## src/design/tfa_pkg.sv

```systemverilog
// tfa_pkg: sizes, field layout and shared types of the thermocouple frame averager
// no dependencies; imported by every module of the block

package tfa_pkg;

  // block size
  localparam int CHANNELS = 2;
  localparam int WINDOW   = 4;

  // field widths
  localparam int CH_W      = 1;
  localparam int CFG_W     = 2;
  localparam int FRAME_W   = 16;
  localparam int CODE_LSB  = 3;
  localparam int CODE_W    = FRAME_W - CODE_LSB;
  localparam int OPEN_BIT  = 2;
  localparam int AVG_W     = 17;
  localparam int PRESENT_W = 2;
  localparam int ERR_W     = 32;

  // stream word layout, lowest bit first
  localparam int IN_TDATA_W  = 24;
  localparam int OUT_TDATA_W = 56;

  // derived storage sizes
  localparam int CH_AW     = (CHANNELS > 1) ? $clog2(CHANNELS) : 1;
  localparam int PTR_W     = (WINDOW > 1) ? $clog2(WINDOW) : 1;
  localparam int FILL_W    = $clog2(WINDOW + 1);
  localparam int SUM_W     = $clog2(WINDOW * ((1 << CODE_W) - 1) + 1);
  localparam int DIVD_W    = SUM_W + 2;
  localparam int WIN_DEPTH = CHANNELS * WINDOW;
  localparam int WADDR_W   = (WIN_DEPTH > 1) ? $clog2(WIN_DEPTH) : 1;

  // per-channel bookkeeping entry
  typedef struct packed {
    logic [FILL_W-1:0] fill;
    logic [PTR_W-1:0]  ptr;
    logic [SUM_W-1:0]  sum;
  } tfa_meta_t;

  // access requests from the sequencer to the storage
  typedef struct packed {
    logic               meta_rd;
    logic [CH_AW-1:0]   meta_rd_ch;
    logic               win_rd;
    logic [WADDR_W-1:0] win_rd_addr;
    logic               wr;
    logic [CH_AW-1:0]   wr_ch;
    logic [WADDR_W-1:0] win_wr_addr;
  } tfa_store_req_t;

endpackage

```

## src/design/thermocouple_frame_averager_unit.sv

```systemverilog
// thermocouple_frame_averager_unit: top level, sequencer, counters and output register
// depends on tfa_pkg, tfa_store and tfa_divider
//
// One frame is handled at a time. A frame for a disabled channel or with a failed
// transfer goes from S_IDLE straight to S_DONE; a good frame with the open-junction
// bit passes S_META and S_WIN; a good closed frame also waits in S_DIV for the
// bit-serial divider that forms the window average. Each frame gives exactly one
// result. The result sits in an output register, so the next frame is taken while
// it waits. s_axis_tuser carries the channel; s_axis_tdata bit 0 is the transfer-ok
// flag and bits 16:1 the raw converter word. The user must write the enable mask through
// cfg_we_i / cfg_wdata_i only while no frame is in flight; the block does not enforce it.

module thermocouple_frame_averager_unit (
  input  logic                            clk_i,
  input  logic                            rst_ni,
  input  logic                            cfg_we_i,
  input  logic [tfa_pkg::CFG_W-1:0]       cfg_wdata_i,
  input  logic                            s_axis_tvalid,
  output logic                            s_axis_tready,
  // [23:17] zero, [16:1] frame, [0] transfer_ok
  input  logic [tfa_pkg::IN_TDATA_W-1:0]  s_axis_tdata,
  // [0] channel
  input  logic [tfa_pkg::CH_W-1:0]        s_axis_tuser,
  output logic                            m_axis_tvalid,
  input  logic                            m_axis_tready,
  // [55:53] zero, [52:21] error_count, [20:19] present_mask,
  // [18:2] average_sixteenths, [1] temperature_valid, [0] accepted
  output logic [tfa_pkg::OUT_TDATA_W-1:0] m_axis_tdata,
  // [0] result_channel
  output logic [tfa_pkg::CH_W-1:0]        m_axis_tuser
);
  import tfa_pkg::*;

  typedef enum logic [4:0] {
    S_IDLE = 5'b00001,
    S_META = 5'b00010,
    S_WIN  = 5'b00100,
    S_DIV  = 5'b01000,
    S_DONE = 5'b10000
  } tfa_state_e;

  typedef struct packed {
    logic [CH_W-1:0]      chan;
    logic                 accepted;
    logic                 temp_valid;
    logic [AVG_W-1:0]     avg;
    logic [PRESENT_W-1:0] present;
    logic [ERR_W-1:0]     err;
  } tfa_result_t;

  tfa_state_e           st_q, st_d;
  logic [CHANNELS-1:0]  mask_q;
  logic [CHANNELS-1:0]  present_q, present_d;
  logic [ERR_W-1:0]     err_q, err_d;
  logic                 out_vld_q, out_vld_d;
  tfa_result_t          out_q, out_d;

  logic [CH_W-1:0]      ch_q;
  logic                 ok_q, en_q, open_q;
  logic [FRAME_W-1:0]   frame_q;
  logic [AVG_W-1:0]     avg_q, avg_d;
  tfa_meta_t            meta_q;
  logic                 full_q;
  logic [PTR_W-1:0]     p_q;
  logic [WADDR_W-1:0]   addr_q;

  logic                 in_acc;
  logic [CH_W-1:0]      in_ch;
  logic [CH_AW-1:0]     in_ch_idx, ch_idx;
  logic                 in_en;
  logic [CODE_W-1:0]    code;
  logic [PTR_W-1:0]     p_rd;
  tfa_meta_t            meta_new;
  logic [SUM_W-1:0]     old_val;
  logic                 out_free;

  tfa_store_req_t       req;
  tfa_meta_t            rd_meta;
  logic [CODE_W-1:0]    rd_code;
  logic                 div_start, div_done;
  logic [DIVD_W-1:0]    div_quo;

  assign in_acc    = s_axis_tvalid && s_axis_tready;
  assign in_ch     = s_axis_tuser;
  assign in_ch_idx = CH_AW'(in_ch);
  assign ch_idx    = CH_AW'(ch_q);
  assign in_en     = (32'(in_ch) < CHANNELS) ? mask_q[in_ch_idx] : 1'b0;
  assign code      = frame_q[FRAME_W-1:CODE_LSB];
  assign out_free  = !out_vld_q || m_axis_tready;
  assign s_axis_tready = (st_q == S_IDLE);

  // stored pointer never reaches the window depth, the wrap is only a guard
  assign p_rd = (32'(rd_meta.ptr) >= WINDOW) ? '0 : rd_meta.ptr;

  assign old_val       = full_q ? SUM_W'(rd_code) : '0;
  assign meta_new.sum  = SUM_W'(meta_q.sum - old_val + SUM_W'(code));
  assign meta_new.fill = full_q ? meta_q.fill : FILL_W'(meta_q.fill + 1'b1);
  assign meta_new.ptr  = (p_q == PTR_W'(WINDOW - 1)) ? '0 : PTR_W'(p_q + 1'b1);

  always_comb begin
    req             = '0;
    req.meta_rd     = in_acc;
    req.meta_rd_ch  = in_ch_idx;
    req.win_rd      = (st_q == S_META);
    req.win_rd_addr = WADDR_W'(32'(ch_idx) * WINDOW + 32'(p_rd));
    req.wr          = (st_q == S_WIN);
    req.wr_ch       = ch_idx;
    req.win_wr_addr = addr_q;
  end

  assign div_start = (st_q == S_WIN) && !open_q;

  always_comb begin
    st_d      = st_q;
    present_d = present_q;
    err_d     = err_q;
    avg_d     = avg_q;
    out_vld_d = out_vld_q;
    out_d     = out_q;
    if (m_axis_tready) begin
      out_vld_d = 1'b0;
    end
    unique case (st_q)
      S_IDLE: begin
        if (in_acc) begin
          avg_d = '0;
          st_d  = (in_en && s_axis_tdata[0]) ? S_META : S_DONE;
          if (in_en && !s_axis_tdata[0] && (err_q != '1)) begin
            err_d = ERR_W'(err_q + 1'b1);
          end
        end
      end
      S_META: st_d = S_WIN;
      S_WIN: begin
        if (open_q) begin
          present_d = present_q & ~(CHANNELS'(1) << ch_idx);
          st_d      = S_DONE;
        end else begin
          present_d = present_q | (CHANNELS'(1) << ch_idx);
          st_d      = S_DIV;
        end
      end
      S_DIV: begin
        if (div_done) begin
          avg_d = AVG_W'(div_quo);
          st_d  = S_DONE;
        end
      end
      S_DONE: begin
        if (out_free) begin
          out_vld_d        = 1'b1;
          out_d.chan       = ch_q;
          out_d.accepted   = en_q && ok_q;
          out_d.temp_valid = en_q && ok_q && !open_q;
          out_d.avg        = avg_q;
          out_d.present    = PRESENT_W'(present_q);
          out_d.err        = err_q;
          st_d             = S_IDLE;
        end
      end
      default: st_d = S_IDLE;
    endcase
  end

  always_ff @(posedge clk_i or negedge rst_ni) begin
    if (!rst_ni) begin
      st_q      <= S_IDLE;
      mask_q    <= '0;
      present_q <= '0;
      err_q     <= '0;
      out_vld_q <= 1'b0;
    end else begin
      st_q      <= st_d;
      present_q <= present_d;
      err_q     <= err_d;
      out_vld_q <= out_vld_d;
      if (cfg_we_i) begin
        mask_q <= CHANNELS'(cfg_wdata_i);
      end
    end
  end

  always_ff @(posedge clk_i) begin
    out_q <= out_d;
    avg_q <= avg_d;
    if (in_acc) begin
      ch_q    <= in_ch;
      ok_q    <= s_axis_tdata[0];
      en_q    <= in_en;
      frame_q <= s_axis_tdata[FRAME_W:1];
      open_q  <= s_axis_tdata[OPEN_BIT+1];
    end
    if (st_q == S_META) begin
      meta_q <= rd_meta;
      full_q <= (32'(rd_meta.fill) >= WINDOW);
      p_q    <= p_rd;
      addr_q <= req.win_rd_addr;
    end
  end

  tfa_store u_store (
    .clk_i     (clk_i),
    .rst_ni    (rst_ni),
    .req_i     (req),
    .wr_meta_i (meta_new),
    .wr_code_i (code),
    .rd_meta_o (rd_meta),
    .rd_code_o (rd_code)
  );

  tfa_divider u_div (
    .clk_i      (clk_i),
    .rst_ni     (rst_ni),
    .start_i    (div_start),
    .dividend_i ({meta_new.sum, 2'b00}),
    .divisor_i  (meta_new.fill),
    .done_o     (div_done),
    .quotient_o (div_quo)
  );

  assign m_axis_tvalid = out_vld_q;
  assign m_axis_tuser  = out_q.chan;
  assign m_axis_tdata  = OUT_TDATA_W'({out_q.err, out_q.present, out_q.avg,
                                       out_q.temp_valid, out_q.accepted});

  // the divider is never started with an empty window
  assert property (@(posedge clk_i) disable iff (!rst_ni)
    div_start |-> (meta_new.fill != '0))
    else $error("divider started with zero fill");

  // the failure counter only moves up
  assert property (@(posedge clk_i) disable iff (!rst_ni)
    1'b1 |=> (err_q >= $past(err_q)))
    else $error("error count went down");

  // window writes only for enabled channels with a good transfer
  assert property (@(posedge clk_i) disable iff (!rst_ni)
    req.wr |-> (en_q && ok_q))
    else $error("window written for a rejected frame");

  // a valid temperature is always from an accepted sample
  assert property (@(posedge clk_i) disable iff (!rst_ni)
    (m_axis_tvalid && out_q.temp_valid) |-> out_q.accepted)
    else $error("valid temperature without accepted sample");

endmodule

```

## src/design/tfa_divider.sv

```systemverilog
// tfa_divider: restoring divider, one quotient bit per cycle
// depends on tfa_pkg for operand widths

module tfa_divider (
  input  logic                       clk_i,
  input  logic                       rst_ni,
  input  logic                       start_i,
  input  logic [tfa_pkg::DIVD_W-1:0] dividend_i,
  input  logic [tfa_pkg::FILL_W-1:0] divisor_i,
  output logic                       done_o,
  output logic [tfa_pkg::DIVD_W-1:0] quotient_o
);
  import tfa_pkg::*;

  localparam int CNT_W = (DIVD_W > 1) ? $clog2(DIVD_W) : 1;

  logic              busy_q, busy_d;
  logic              done_q, done_d;
  logic [CNT_W-1:0]  cnt_q, cnt_d;
  logic [FILL_W-1:0] rem_q, rem_d;
  logic [FILL_W-1:0] dvs_q, dvs_d;
  logic [DIVD_W-1:0] quo_q, quo_d;
  logic [FILL_W:0]   trial;
  logic              fits;

  assign trial = {rem_q, quo_q[DIVD_W-1]};
  assign fits  = (trial >= {1'b0, dvs_q});

  always_comb begin
    busy_d = busy_q;
    done_d = 1'b0;
    cnt_d  = cnt_q;
    rem_d  = rem_q;
    dvs_d  = dvs_q;
    quo_d  = quo_q;
    if (start_i) begin
      busy_d = 1'b1;
      cnt_d  = '0;
      rem_d  = '0;
      dvs_d  = divisor_i;
      quo_d  = dividend_i;
    end else if (busy_q) begin
      rem_d = fits ? FILL_W'(trial - {1'b0, dvs_q}) : FILL_W'(trial);
      quo_d = {quo_q[DIVD_W-2:0], fits};
      cnt_d = CNT_W'(cnt_q + 1'b1);
      if (cnt_q == CNT_W'(DIVD_W - 1)) begin
        busy_d = 1'b0;
        done_d = 1'b1;
      end
    end
  end

  always_ff @(posedge clk_i or negedge rst_ni) begin
    if (!rst_ni) begin
      busy_q <= 1'b0;
      done_q <= 1'b0;
      cnt_q  <= '0;
    end else begin
      busy_q <= busy_d;
      done_q <= done_d;
      cnt_q  <= cnt_d;
    end
  end

  always_ff @(posedge clk_i) begin
    rem_q <= rem_d;
    dvs_q <= dvs_d;
    quo_q <= quo_d;
  end

  assign done_o     = done_q;
  assign quotient_o = quo_q;

endmodule

```

## src/design/tfa_store.sv

```systemverilog
// tfa_store: sample window memory and per-channel bookkeeping memory
// depends on tfa_pkg for entry types and sizes; both reads are registered

module tfa_store (
  input  logic                       clk_i,
  input  logic                       rst_ni,
  input  tfa_pkg::tfa_store_req_t    req_i,
  input  tfa_pkg::tfa_meta_t         wr_meta_i,
  input  logic [tfa_pkg::CODE_W-1:0] wr_code_i,
  output tfa_pkg::tfa_meta_t         rd_meta_o,
  output logic [tfa_pkg::CODE_W-1:0] rd_code_o
);
  import tfa_pkg::*;

  logic [CODE_W-1:0]   win_mem [WIN_DEPTH];
  tfa_meta_t           meta_mem [CHANNELS];
  logic [CHANNELS-1:0] meta_vld_q;
  logic                rd_vld_q;
  tfa_meta_t           meta_rd_q;
  logic [CODE_W-1:0]   code_rd_q;

  // bookkeeping reads as zero until the channel's entry is first written
  always_ff @(posedge clk_i or negedge rst_ni) begin
    if (!rst_ni) begin
      meta_vld_q <= '0;
      rd_vld_q   <= 1'b0;
    end else begin
      if (req_i.wr) begin
        meta_vld_q[req_i.wr_ch] <= 1'b1;
      end
      if (req_i.meta_rd) begin
        rd_vld_q <= meta_vld_q[req_i.meta_rd_ch];
      end
    end
  end

  always_ff @(posedge clk_i) begin
    if (req_i.wr) begin
      meta_mem[req_i.wr_ch]      <= wr_meta_i;
      win_mem[req_i.win_wr_addr] <= wr_code_i;
    end
    if (req_i.meta_rd) begin
      meta_rd_q <= meta_mem[req_i.meta_rd_ch];
    end
    if (req_i.win_rd) begin
      code_rd_q <= win_mem[req_i.win_rd_addr];
    end
  end

  assign rd_meta_o = rd_vld_q ? meta_rd_q : '0;
  assign rd_code_o = code_rd_q;

endmodule
```

## config.mk

```make
export PLATFORM = sky130hd
export DESIGN_NAME = thermocouple_frame_averager_unit
export DESIGN_NICKNAME = d
export VERILOG_FILES = /design/src/design/tfa_pkg.sv /design/src/design/thermocouple_frame_averager_unit.sv /design/src/design/tfa_divider.sv /design/src/design/tfa_store.sv
export SDC_FILE = /design/constraint.sdc
export NUM_CORES = 1
export LEC_CHECK = 0
export ABC_AREA = 1
export BUFFER_PORTS_ARGS = -buffer_cell sky130_fd_sc_hd__buf_2
export CAP_MARGIN = 20
export CELL_PAD_IN_SITES_DETAIL_PLACEMENT = 0
export CELL_PAD_IN_SITES_GLOBAL_PLACEMENT = 1
export CORE_UTILIZATION = 49
export DETAILED_ROUTE_END_ITERATION = 16
export PLACE_DENSITY = 0.9
export SYNTH_ARGS = -nofsm -noshare
export SYNTH_HDL_FRONTEND = slang
export SYNTH_SLANG_ARGS = --single-unit
```

## constraint.sdc

```tcl
create_clock -name clk_i -period 5.3 [get_ports clk_i]
set_input_delay 1.06 -clock clk_i [delete_from_list [all_inputs] [get_ports clk_i]]
set_output_delay 1.06 -clock clk_i [all_outputs]
set_load 0.01 [all_outputs]
```

==> results list, run 1 <==
- Final nets: 1543
* Worst Slack Setup Final: 1.980 ns
- Setup violations remaining at the end of the flow were counted as 0.
* Share of the cycle needed by the critical path after routing: 0.6265
- Number of unique standard cell types used by synthesis: 42
- Max-cap violations in this run came to 0.
* H-tree Lvls: 2
- Combinational family with the most area after synthesis: simple AND/OR/NAND/NOR gates
* Async set-or-reset flop fraction in the synthesized netlist: 0.1440
* Kind of capture point of the worst setup path: flip-flop
- Detail-routed via count per cell: 5.095
* Post-synthesis share of cell area spent on xor and xnor gates: 0.01619
* CTS Sinks: 361
- From bottom edge to top edge, the die measures 180.9 um.
- WP buf/inv: 3
- DP Wirelength: 20730 um
- In this run the mean area of a mapped cell was about 11 um^2.
- Pwr Density: 432.9 nW/um^2
* Worst-path fanout max: 37
- Filler Cell Count: between 2000 and 3000
- Final RePlAce weighted congestion: 0.9099
* Input/output buffers: 78
* Area of the die: 32740 um^2
- Setup repair after global routing left no endpoint under its margin.
* Worst slew slack as a fraction of its limit: 0.3520
* Required time reported for the critical path endpoint: 5.54 ns
- The first global-routing pass estimated 49810 um of wire.
- Combined area of all synthesized cells: approximately 16000 um^2
- Timing analysis after detailed placement gives a worst setup slack of roughly 1.9 ns.
- After clock tree synthesis, the clock-pin slew on the worst setup and hold paths is 0.06 ns.
- Clock root cell: sky130_fd_sc_hd__clkbuf_16
- Area used by sequential logic in the layout: between 10000 and 15000 um^2
* Number of search-and-repair iterations in the first detailed-routing pass: 5
* Hold crit path type: flip-flop to flip-flop
* Antenna violations before repair: 0
- Once detail routing completed, the nets flagged for antenna violations numbered 0.
- Fraction of final layout cells sized beyond drive strength 1: 0.1501
- Final Core Density: 0.5636
- Maximum clock path buffer count: 3
* Number of vias in the routed layout: 9685
- Post-synthesis instance total: around 1400
* Row cnt: 65
- In this run the horizontal extent of the chip is ~180 um.
- Based on the critical path, the design can be clocked at up to 301.2 MHz.
* Fraction of the mapped netlist area in simple logic gates: 0.1559
- For this run, the number of Yosys warnings is 0.
- The synthesized design contains 361 register bits.
- Wires add up to slightly above 30000 um.
- Across all register-to-register paths, the minimum setup slack is just under 2 ns.
* Adder-cell share of the synthesized area: 0.03700
- Worst path top cell family by delay: buffers and inverters
* Pins over their slew limit: 0
- Entering global routing, the biggest net connects 53 pins.
* Total setup buffers inserted after CTS: 0
- Leading cell type by number of instances after synthesis: sky130_fd_sc_hd__nand2_1
- After routing, the total negative slack on setup checks comes to 0 ns.
- The total overflow left after global routing is 0.
* Slowest Stage Delay on Critical Path: 0.82 ns
* Core Box Area: roughly 32000 um^2
- For this run, the total global-route usage over all layers was measured as 0.1949.
* Outcome: complete, no violations
* List of most frequent post-synthesis cells: 329 x sky130_fd_sc_hd__nand2_1, 304 x sky130_fd_sc_hd__edfxtp_1, 199 x sky130_fd_sc_hd__inv_1
* Multi-input combinational cell area: 4254 um^2
* CTS buffer count: 37
- P&R area growth vs syn: 13.37%
- Subtracting the final worst setup slack from the clock period gives 3.320 ns.
- Number of global-route vias before repair: 9681
- Final hold violation count: 0
* Kind of start point of the critical path: flip-flop
* Slew of the pin with the lowest slew margin: 0.9709 ns
- Clock latency on the worst-skew pair: 0.53 ns
* Arrival time of the worst setup path: 3.57 ns
- For the final database, setup skew stands at 0.01676 ns.
- Area share of the largest cell type after synthesis: 0.5819
- In this run the static leakage power is approximately 0.0073 uW.
* Main flop type after synthesis: sky130_fd_sc_hd__edfxtp_1
* CTS tree: yes
- Summed over all instances, the cell type with the most area after synthesis is sky130_fd_sc_hd__edfxtp_1.
- Starting Density: 0.4972
* Type of the setup path with the least slack: flip-flop to flip-flop
- Maximum vdd ir drop: 236.3 uV
- For this design, the CTS-stage hold fixing added 0 buffers.
- Yosys attributes the largest share of cell area to sky130_fd_sc_hd__edfxtp_1 58%, sky130_fd_sc_hd__dfrtp_1 8.1%, sky130_fd_sc_hd__nand2_1 7.9%, sky130_fd_sc_hd__inv_1 4.8%, sky130_fd_sc_hd__nor2_1 2.8%.
* Slowest-stage cell, CP: sky130_fd_sc_hd__clkinv_1
* Detailed router's first-iteration violation count: 759
* Antenna cells: 0
- In the routed design, unresolved DRC markers number 0.
- The compound-gate portion of the synthesized area was 0.04155.
- After synthesis, the share of cell area in mux cells is 0.01651.
- Post-CTS sizing: 0
* Post-synth EDFFs: 304
* Proportion of synthesized chip area in sequential cells: 0.6713
- During I/O placement, the number of pins put on the boundary was 91.
- Cell Chain, Critical Path: nand2_1, buf_4, clkinv_1, buf_4, nand2_1, nand3_1, a21oi_1, a31oi_1
* Wire per inst: 16.24 um
[registers in the layout, summed over array words and instances, names as in the netlist, 2 cells and up, named ones only]
register	cells
addr_q	2
avg_q	17
err_q	32
frame_q	14
m_axis_tdata	53
mask_q	2
meta_q	18
st_q	5
u_div.cnt_q	5
u_div.dvs_q	3
u_div.quotient_o	17
u_div.rem_q	3
u_store.meta_mem	40
u_store.meta_rd_q	20
u_store.meta_vld_q	2
u_store.rd_code_o	13
u_store.win_mem	104
[stage by stage]
step,hold slack (ns),cell area (um^2),total power [uW],cells
after floorplan,0.4003,15700,4731,1372
after global placement,0.4064,16590,5128,1836
after detailed placement,0.4062,16590,5184,1836
after CTS,0.4203,17790,7759,1901
after global routing,0.4231,17790,8074,1901
final,0.4190,17790,7699,1901
[layout by cell type, fill, tap and decap left out, types with 12 or more instances in the layout]
master	n
sky130_fd_sc_hd__a21oi_1	22
sky130_fd_sc_hd__buf_2	78
sky130_fd_sc_hd__buf_4	18
sky130_fd_sc_hd__clkbuf_16	37
sky130_fd_sc_hd__clkinv_1	12
sky130_fd_sc_hd__dfrtp_1	51
sky130_fd_sc_hd__edfxtp_1	304
sky130_fd_sc_hd__fa_1	14
sky130_fd_sc_hd__ha_1	24
sky130_fd_sc_hd__inv_1	198
sky130_fd_sc_hd__mux2_2	23
sky130_fd_sc_hd__nand2_1	329
sky130_fd_sc_hd__nand2_2	22
sky130_fd_sc_hd__nand3_1	43
sky130_fd_sc_hd__nand4_1	12
sky130_fd_sc_hd__nor2_1	115
sky130_fd_sc_hd__o21ai_0	42
sky130_fd_sc_hd__o221ai_1	16
sky130_fd_sc_hd__xor2_1	21
[where the power goes]
part	switching, uW	leakage [uW]	internal (uW)	total (uW)
clock network	1040	0.000579	1540	2580
logic	947	0.00320	427	1370
registers	188	0.00357	3560	3750
total	2170	0.00735	5530	7700
[final timing paths]
kind,from,depth (start not counted),to
setup / recovery,u_store.rd_vld_q,8,u_store.rd_code_o[7]
hold / removal,avg_q[14],0,m_axis_tdata[16]
setup reg to reg,u_store.rd_vld_q,8,u_store.rd_code_o[7]
hold reg to reg,avg_q[14],0,m_axis_tdata[16]
max in group asynchronous,rst_ni,2,u_store.meta_vld_q[1]
min in group asynchronous,rst_ni,2,err_q[17]
[routing by layer]
layer | part of all wire | global-route usage | wire [um] | vias to the layer above
li1 | - | - | - | 4751
met5 | 0 | 0 | 0 | -
met2 | 0.51 | 0.3476 | 15780 | 217
met1 | 0.42 | 0.2442 | 13040 | 4664
met4 | 0.022 | 0.06169 | 690 | 0
met3 | 0.044 | 0.02882 | 1353 | 53
[area by class of cell]
type                            instances  share of cell area
Clock inverter                         22             0.01351
Inverter                              206             0.04348
Tap cell                              402             0.02828
Multi-Input combinational cell        771              0.2392
Clock buffer                           43             0.05389
Timing Repair Buffer                   96             0.02955
Sequential cell                       361              0.5921
[cell families (layout without fill, tap and decap cells)]
logic type,Yosys count,in the layout
buffers and inverters,240,367
DFF,361,361
and+or+nand+nor,567,567
other,1,3
AOI/OAI and AO/OA,111,111
adders and majority gates,38,38
muxes,23,23
xor gates and xnor gates,29,29
No activity file was read; power rests on OpenSTA's default activity.
==> inputs of run 2 (changes only) <==
==> constraint.sdc (replaced) <==
create_clock -name clk_i -period 3.4 [get_ports clk_i]
set_input_delay 0.68 -clock clk_i [delete_from_list [all_inputs] [get_ports clk_i]]
set_output_delay 0.68 -clock clk_i [all_outputs]
set_load 0.01 [all_outputs]
==> run 2 against run 1 <==
  * Die area did not move
  * Combinational power rose by 64%
  * First-iteration DRC count fell by 13%
  * Sequential share of layout area fell by 0.28 points
  * Wire length rose by 2.4%
  * Clock power rose by 54%
  * Register-to-register slack got worse by 1.6 ns
  * Largest power group unchanged
==> results list, run 2 (synthesized netlist as in run 1, its figures left out) <==
- Outcome: complete, no violations
* Fraction of final layout cells sized beyond drive strength 1: 0.1580 (+0.007864)
- Cell Int Power: 8607 uW (+56%)
- Kind of capture point of the worst setup path: flip-flop
- The starting density of the core came to 0.4972 (unchanged).
- The wire length per cell was 16.50 um (+1.6%).
- Total setup buffers inserted after CTS: 0 (unchanged)
- Combinational power share: 0.186 (+0.008)
* Input/output buffers: 78 (unchanged)
* Final RePlAce weighted congestion: 0.8968 (-1.4%)
- Slowest-stage cell, CP: sky130_fd_sc_hd__edfxtp_1
- The total detailed-routing wirelength came to 31600 um (+2.4%).
- Pin count of the biggest net entering global routing: 38 (-28%)
- The row count was 65 (unchanged).
- Capturing point of the worst reg2reg path: u_div.quotient_o[10]
* Post-CTS sizing: 0 (unchanged)
- Detailed router's first-iteration violation count: 657 (-13%)
- The die width came to 180.9 um (unchanged).
- The remaining max-slew budget at the tightest pin is 0.5656 (+0.2136).
- Post-route insts no fill: 1915 (+0.74%)
- The number of hold buffers added after CTS came to 0 (unchanged).
- The worst-case reg-to-reg path depth was 12 (+4).
- The worst-case clock buffer depth is 3 (unchanged).
- The data arrival time of the critical path was 3.36 ns (-0.21 ns).
- FF-to-FF Start: meta_q[19]
- The first-pass iteration count of the detailed router is 5 (unchanged).
* Sw Pwr: 3431 uW (+58%)
- Setup repair after global routing left no endpoint under its margin.
- The vertical die dimension was 180.9 um (unchanged).
* Hold crit path type: primary input to asynchronous set/reset pin
- The final worst-path cycle share was 0.8761 (+0.2496).
- The clock skew after layout is 0.01809 ns (+0.001336 ns).
- WP buf/inv: 2 (-1)
- Highest-count cells in the layout ignoring fill and taps: 329 x sky130_fd_sc_hd__nand2_1, 304 x sky130_fd_sc_hd__edfxtp_1, 199 x sky130_fd_sc_hd__inv_1
- The TritonCTS sink count was 361 (unchanged).
- The core footprint was 31560 um^2 (unchanged).
- The area of the die came to 32740 um^2 (unchanged).
* Final nets: 1556 (+0.84%)
- The cell depth of the worst setup path came to 12 (+4).
- The delay of the slowest cell on the worst path is 0.67 ns (-0.15 ns).
- Post-layout minimum cycle time: 2.979 ns (-0.3416 ns)
- Global-route wire length before repair: 51050 um (+2.5%)
- The biggest fanout along the worst timing path is 16 (-57%).
- Reg-to-reg slack, setup: 0.42 ns (-1.56 ns)
- Worst path top cell family by delay: adder cells
* Final setup violation count: 0 (unchanged)
- The vias per cell is 5.125 (+0.59%).
- GRT Resource Usage Total: 0.1986 (+0.003732)
- Compared with the post-synthesis result, the final layout area differs by 13.91%.
* Io pins: 91 (unchanged)
- Maximum capacitance violations: 0 (unchanged)
* Fraction of power consumed by the clock network: 0.331 (-0.004)
- Overflow after GRT: 0 (unchanged)
* Final hold violation count: 0 (unchanged)
- The antenna diode count came to 0 (unchanged).
* DRC violation count after routing: 0 (unchanged)
- The number of flip-flops in the largest register came to 104 (unchanged).
- Pins over their slew limit: 0 (unchanged)
* Top cell by count, worst path: sky130_fd_sc_hd__nand2_1
- Number of global-route vias before repair: 9960 (+2.9%)
- Pwr Density: 673.6 nW/um^2 (+56%)
- The remaining number of nets flagged by the antenna check after routing was 0 (unchanged).
- Type of the setup path with the least slack: flip-flop to flip-flop
- The required time of the worst setup path came to 3.78 ns (-1.76 ns).
- The number of antenna violations at the first check in global routing is 0 (unchanged).
- The switching share of power was 0.2850 (+0.003076).
- u_store.win_mem holds more flip-flops than any other register.
* CTS buffer count: 38 (+2.7%)
- The register clock-pin slew on the reported worst setup and hold paths came to 0.06 ns (about the same).
- The clock latency of the later-clocked register in the worst-skew pair is 0.52 ns (about the same).
- The worst setup path is launched from a flip-flop.
- The leakage power total is 0.007427 uW (+1.1%).
- The cell sitting at the root of the clock tree is a sky130_fd_sc_hd__clkbuf_16.
* DP Wirelength: 21180 um (+2.1%)
- The highest clock rate came to 335.7 MHz (+11%).
* Power share of the sequential group: 0.483 (-0.004)
- Maximum vdd ir drop: 430.8 uV (+82%)
- CTS tree: yes
* Placed cells: 1848 (+0.65%)
* Number of vias in the routed layout: 9814 (+1.3%)
- The transition time at the pin with the least slew margin was 0.6480 ns (-0.3229 ns).
- Setup TNS: 0 ns (unchanged)
* H-tree Lvls: 2 (unchanged)
* Cell Chain, Critical Path: nand2_1, inv_1, fa_1, inv_1, ha_1, nand2_1, a21oi_1, nand2_1, nand2_1, xor2_1, nand2_1, nand2_1
* Most common library cell in the layout ignoring fill and taps: sky130_fd_sc_hd__nand2_1
[run 2: cell types whose count changed in the layout (fill, tap and decap cells not counted), sizes merged]
cell / change
buf: +12
clkinv: +1
bufinv: -2
clkinvlp: -2
clkbuf: +5
[run 2: worst max-delay path by stage]
stage,startpoint,endpoint,slack [ns]
final,meta_q[19],u_div.quotient_o[10],0.42
after floorplan,st_q[1],avg_q[0],0.69
after detailed placement,meta_q[19],u_div.quotient_o[10],0.46
after CTS,meta_q[19],u_div.quotient_o[10],0.41
after global placement,meta_q[19],u_div.quotient_o[10],0.49
after global routing,meta_q[19],u_div.quotient_o[10],0.1
[run 2: metrics by stage]
| stage | utilization | setup WS, ns | cell area [um^2] | hold slack [ns] | total power, uW |
|---|---|---|---|---|---|
| 2_1_floorplan | - | 0.6914 | 15700 | 0.3844 | 7369 |
| 3_3_place_gp | 0.5285 | 0.4857 | 16680 | 0.4054 | 8045 |
| 3_5_place_dp | 0.5285 | 0.4552 | 16680 | 0.4061 | 8142 |
| 4_1_cts | 0.5663 | 0.4059 | 17870 | 0.1354 | 12130 |
| 5_1_grt | 0.5663 | 0.09940 | 17870 | 0.1537 | 12620 |
| 6_report | 0.5663 | 0.4213 | 17870 | 0.1300 | 12040 |
[run 2: power by group through the flow]
stage               logic, uW  clock network (uW)  registers, uW
finish                   2240                3980           5810
global route             2540                4210           5860
CTS                      2270                4050           5810
detailed placement       2240                   0           5900
global placement         2170                   0           5880
floorplan                1500                   0           5870
[run 2: layout make-up]
cell class	instances	area [um^2]
fillers	2550	13680
inverters	206	773.2
clock buffers	48	1020
clock inverters	19	173.9
flip-flops and latches	361	10530
multi-input cells	771	4254
well taps	402	503.0
repair buffers	108	615.6
[run 2: per-layer routing]
layer,share of wire,GRT usage,vias to the layer above
met1,0.42,0.2502,4739
met2,0.51,0.3535,242
li1,-,-,4770
met3,0.046,0.02943,63
met4,0.025,0.06136,0
met5,0,0,-
==> inputs of run 3 (changes only) <==
--- a/config.mk
+++ b/config.mk
@@ -12,7 +12,8 @@
 export CELL_PAD_IN_SITES_GLOBAL_PLACEMENT = 1
 export CORE_UTILIZATION = 49
 export DETAILED_ROUTE_END_ITERATION = 16
-export PLACE_DENSITY = 0.9
+export PLACE_DENSITY = 0.91
 export SYNTH_ARGS = -nofsm -noshare
 export SYNTH_HDL_FRONTEND = slang
+export SYNTH_HIERARCHICAL = 1
 export SYNTH_SLANG_ARGS = --single-unit
==> run 3 against run 2 <==
  * Fmax decreased by 2.2%
  * Total power increased by 2.2%
  * Sequential share of layout area decreased by 1.4 points
  * Synthesized area increased by 3.9%
  * Count of clock-buffer cells in the layout unchanged
  * Core utilization decreased by 0.23 points
  * Final cell count increased by 11%
  * Worst hold slack improved by 0.11 ns
  * Critical path type unchanged
==> results list, run 3 <==
- The clock skew after layout is 0.01761 ns (-0.0004789 ns).
- The first-pass iteration count of the detailed router is 5 (unchanged).
- The minimum setup slack among reg-to-reg paths came to 0.35 ns (-0.07 ns).
- The total of max-cap violations came to 0 (unchanged).
* Async set-or-reset flop fraction in the synthesized netlist: 0.1436 (-0.0003979)
- Combined area of all synthesized cells: 16300 um^2 (+3.9%)
- Starting Density: 0.4998 (+0.002585)
- Number of vias in the routed layout: 10340 (+5.4%)
- Overflow after GRT: 0 (unchanged)
- The multiplexer share of the synthesized area came to 0.01451 (-0.002002).
* CTS buffer count: 37 (-2.6%)
- The cell count after synthesis came to 1549 (+13%).
* Core Box Area: 32620 um^2 (+3.4%)
- Synth Area in Compound Gates: 0.01543 (-0.02612)
* Row cnt: 66 (+1.5%)
- The number of flip-flops in the largest register was 104 (unchanged).
- Final RePlAce weighted congestion: 0.8666 (-3.4%)
* Most common library cell in the layout ignoring fill and taps: sky130_fd_sc_hd__nand2_1
- The share of synthesized cell area in and, or, nand and nor gates came to 0.1926 (+0.03666).
- Io pins: 91 (unchanged)
- The area growth from synthesis to layout is 12.86%.
* Combinational family with the most area after synthesis: simple AND/OR/NAND/NOR gates
- The delay of the slowest cell on the worst path came to 0.55 ns (-0.12 ns).
- Arrival time of the worst setup path: 3.32 ns (-0.04 ns)
- Post-CTS sizing: 0 (unchanged)
- Number of unique standard cell types used by synthesis: 42 (unchanged)
- Flip-flop and latch count after synthesis: 362 (+0.28%)
* Share of the cycle needed by the critical path after routing: 0.8958 (+0.01969)
- Cts-stage hold buffer count: 0 (unchanged)
- The number of flops mapped to enable cells by yosys came to 307 (+0.99%).
* Required time reported for the critical path endpoint: 3.68 ns (-0.10 ns)
- The total power per unit cell area is 668.6 nW/um^2 (-0.74%).
- Clock-pin slew on the worst setup and hold paths: 0.06 ns (about the same)
* Slew of the pin with the lowest slew margin: 0.9697 ns (+0.3217 ns)
- Dominant cells by area after synthesis: sky130_fd_sc_hd__edfxtp_1 57%, sky130_fd_sc_hd__nand2_1 12%, sky130_fd_sc_hd__dfrtp_1 7.8%, sky130_fd_sc_hd__inv_1 6.1%, sky130_fd_sc_hd__nor2_1 2.3%
- Width of the die: 184.4 um (+1.9%)
- H-tree Lvls: 2 (unchanged)
* Antenna violations before repair: 0 (unchanged)
- Post-synthesis share of cell area spent on xor and xnor gates: 0.01289 (-0.003295)
- The worst-case clock buffer depth came to 3 (unchanged).
- Cell Chain, Critical Path: buf_4, nand2_1, inv_1, fa_1, inv_1, ha_1, nand2_1, inv_1, nand3_1, nor3_1, nand2_1, nand3_1, nand2_1, nand2_1, nand2_1
* Pins over their slew limit: 0 (unchanged)
- Total setup buffers inserted after CTS: 0 (unchanged)
- The average size of a mapped cell came to 10.52 um^2 (-8.1%).
* Outcome: complete, no violations
- Setup TNS: 0 ns (unchanged)
* CTS Sinks: 362 (+0.28%)
* Detailed router's first-iteration violation count: 769 (+17%)
- The number of failing hold endpoints at the final stage came to 0 (unchanged).
- Placed cells: 2061 (+12%)
- Multi-input combinational cell area: 4439 um^2 (+4.4%)
* Leakage power of the design: 0.008228 uW (+11%)
- The area of the die is 34000 um^2 (+3.9%).
- DRC violation count after routing: 0 (unchanged)
* Final nets: 1727 (+11%)
- In this run the worst hold path is classified as primary input to asynchronous set/reset pin.
- Top cell by count, worst path: sky130_fd_sc_hd__nand2_1
- Post-layout minimum cycle time: 3.046 ns (+0.06694 ns)
* Kind of start point of the critical path: flip-flop
- The count of placed standard cells in the final layout, fillers left out came to 2128 (+11%).
- The remaining number of nets flagged by the antenna check after routing was 0 (unchanged).
* Leading cell type by number of instances after synthesis: sky130_fd_sc_hd__nand2_1
* Main flop type after synthesis: sky130_fd_sc_hd__edfxtp_1
- The count of port buffers added during placement came to 78 (unchanged).
* RSZ-0062 raised after global routing: no
- Detail-routed via count per cell: 4.859 (-5.2%)
- In this run the clock root is driven by a sky130_fd_sc_hd__clkbuf_16.
- The total detailed-routing wirelength was 31870 um (+0.87%).
* DP Wirelength: 21280 um (+0.47%)
* CTS tree: yes
- The biggest area contributor in the post-synthesis netlist is sky130_fd_sc_hd__edfxtp_1.
* Final setup violation count: 0 (unchanged)
- Leaving out fill and tap cells, the most frequent cells in the layout are 509 x sky130_fd_sc_hd__nand2_1, 307 x sky130_fd_sc_hd__edfxtp_1, 265 x sky130_fd_sc_hd__inv_1.
- The largest net degree at the start of global routing was 53 (+39%).
* Clock latency on the worst-skew pair: 0.53 ns (about the same)
- The slowest stage of the critical path is the sky130_fd_sc_hd__edfxtp_1 cell.
* Fraction of final layout cells sized beyond drive strength 1: 0.1335 (-0.02451)
- The number of warnings reported in the yosys synthesis log came to 6 (+6).
- The flip-flop and latch area was 10580 um^2 (+0.47%).
- The biggest fanout along the worst timing path came to 9 (-7).
- The via count of the first global-routing pass came to 10240 (+2.8%).
* Filler Cell Count: 2690 (+5.5%)
- The global router's overall resource usage came to 0.1944 (-0.004243).
- The highest clock rate is 328.3 MHz (-2.2%).
- The fraction of post-synthesis cell area in the top cell type by area is 0.5655 (-0.01636).
- Antenna cells: 0 (unchanged)
- Height of the die: 184.4 um (+1.9%)
- The critical path is of the flip-flop to flip-flop type.
- The commonest cells after synthesis are 509 x sky130_fd_sc_hd__nand2_1, 307 x sky130_fd_sc_hd__edfxtp_1, 265 x sky130_fd_sc_hd__inv_1.
- Beginning of the critical path: full_q
* Kind of capture point of the worst setup path: flip-flop
* Global-route wire length before repair: 51360 um (+0.59%)
* Worst slew slack as a fraction of its limit: 0.3528 (-0.2128)
* FF-to-FF Start: full_q
- The maximum vdd drop came to 421.1 uV (-2.2%).
- Wire per inst: 14.98 um (-9.2%)
- Proportion of synthesized chip area in sequential cells: 0.6491 (-0.02218)
* Largest reg by FF count: u_store/win_mem
- Adder-cell share of the synthesized area: 0.03485 (-0.002159)
-- run 3: cell count changes after synthesis, sizes merged, moves of 10 or more --
cell	previous run	this run
o22ai	11	1
o221ai	16	0
nand2	353	532
nor2	125	109
inv	204	268
o21ai	48	20
clkbuf	19	9
buf	15	32
nand3	48	73
-- run 3: per-stage QoR --
step	setup WS [ns]	area [um^2]	total power (uW)	hold WS (ns)	utilization
floorplan	0.4645	16320	7689	0.3844	-
global placement	0.4909	17220	8375	0.4028	0.5278
detailed placement	0.4727	17220	8463	0.4045	0.5278
CTS	0.4041	18400	12420	0.2642	0.5640
global route	0.2195	18400	12950	0.3035	0.5640
finish	0.3543	18400	12300	0.2430	0.5640
-- run 3: final cells by class --
type                            count  area share
Clock buffer                       48     0.05366
Clock inverter                     19     0.01047
Inverter                          268     0.05495
Multi-Input combinational cell    882      0.2413
Sequential cell                   362      0.5752
Tap cell                          442     0.03006
Timing Repair Buffer              107     0.03441
-- run 3: critical path: cells and delay by family, from the launching register on --
| family | cells | cell delay, ns |
|---|---|---|
| adder cells (fa/ha/maj) | 2 | 0.85 |
| buffers and inverters | 4 | 0.41 |
| AND/OR/NAND/NOR | 9 | 0.97 |
| flip-flops | 1 | 0.55 |
-- run 3: where the power goes --
| group | leakage [uW] | total, uW | internal, uW | switching [uW] |
|---|---|---|---|---|
| Sequential | 0.00354 | 5900 | 5630 | 274 |
| Combinational | 0.00411 | 2470 | 769 | 1700 |
| Clock | 0.000576 | 3930 | 2300 | 1630 |
-- run 3: kinds of logic (layout without fill, tap and decap cells) --
kind of cell / count (synthesis) / in the layout
compound gates: 46 / 46
xor+xnor: 24 / 24
fa+ha+maj: 37 / 37
buf+inv: 309 / 442
flops: 362 / 362
mux: 21 / 21
other cells: 1 / 5
simple gates: 749 / 749
-- run 3: final timing paths --
path                                              to  cells past startpoint
worst max-delay path            u_div/quotient_o[15]                     15
worst min-delay path                       err_q[29]                      1
worst max register to register  u_div/quotient_o[15]                     15
worst min register to register       m_axis_tdata[7]                      0
max in group asynchronous                   err_q[3]                      2
min in group clk_i                        frame_q[3]                      1
-- run 3: metal layers --
metal	track usage	share of wire	wire (um)
met1	0.2532	0.44	13870
met2	0.3324	0.49	15690
met3	0.02845	0.052	1649
met4	0.06600	0.021	663
met5	0	0	0
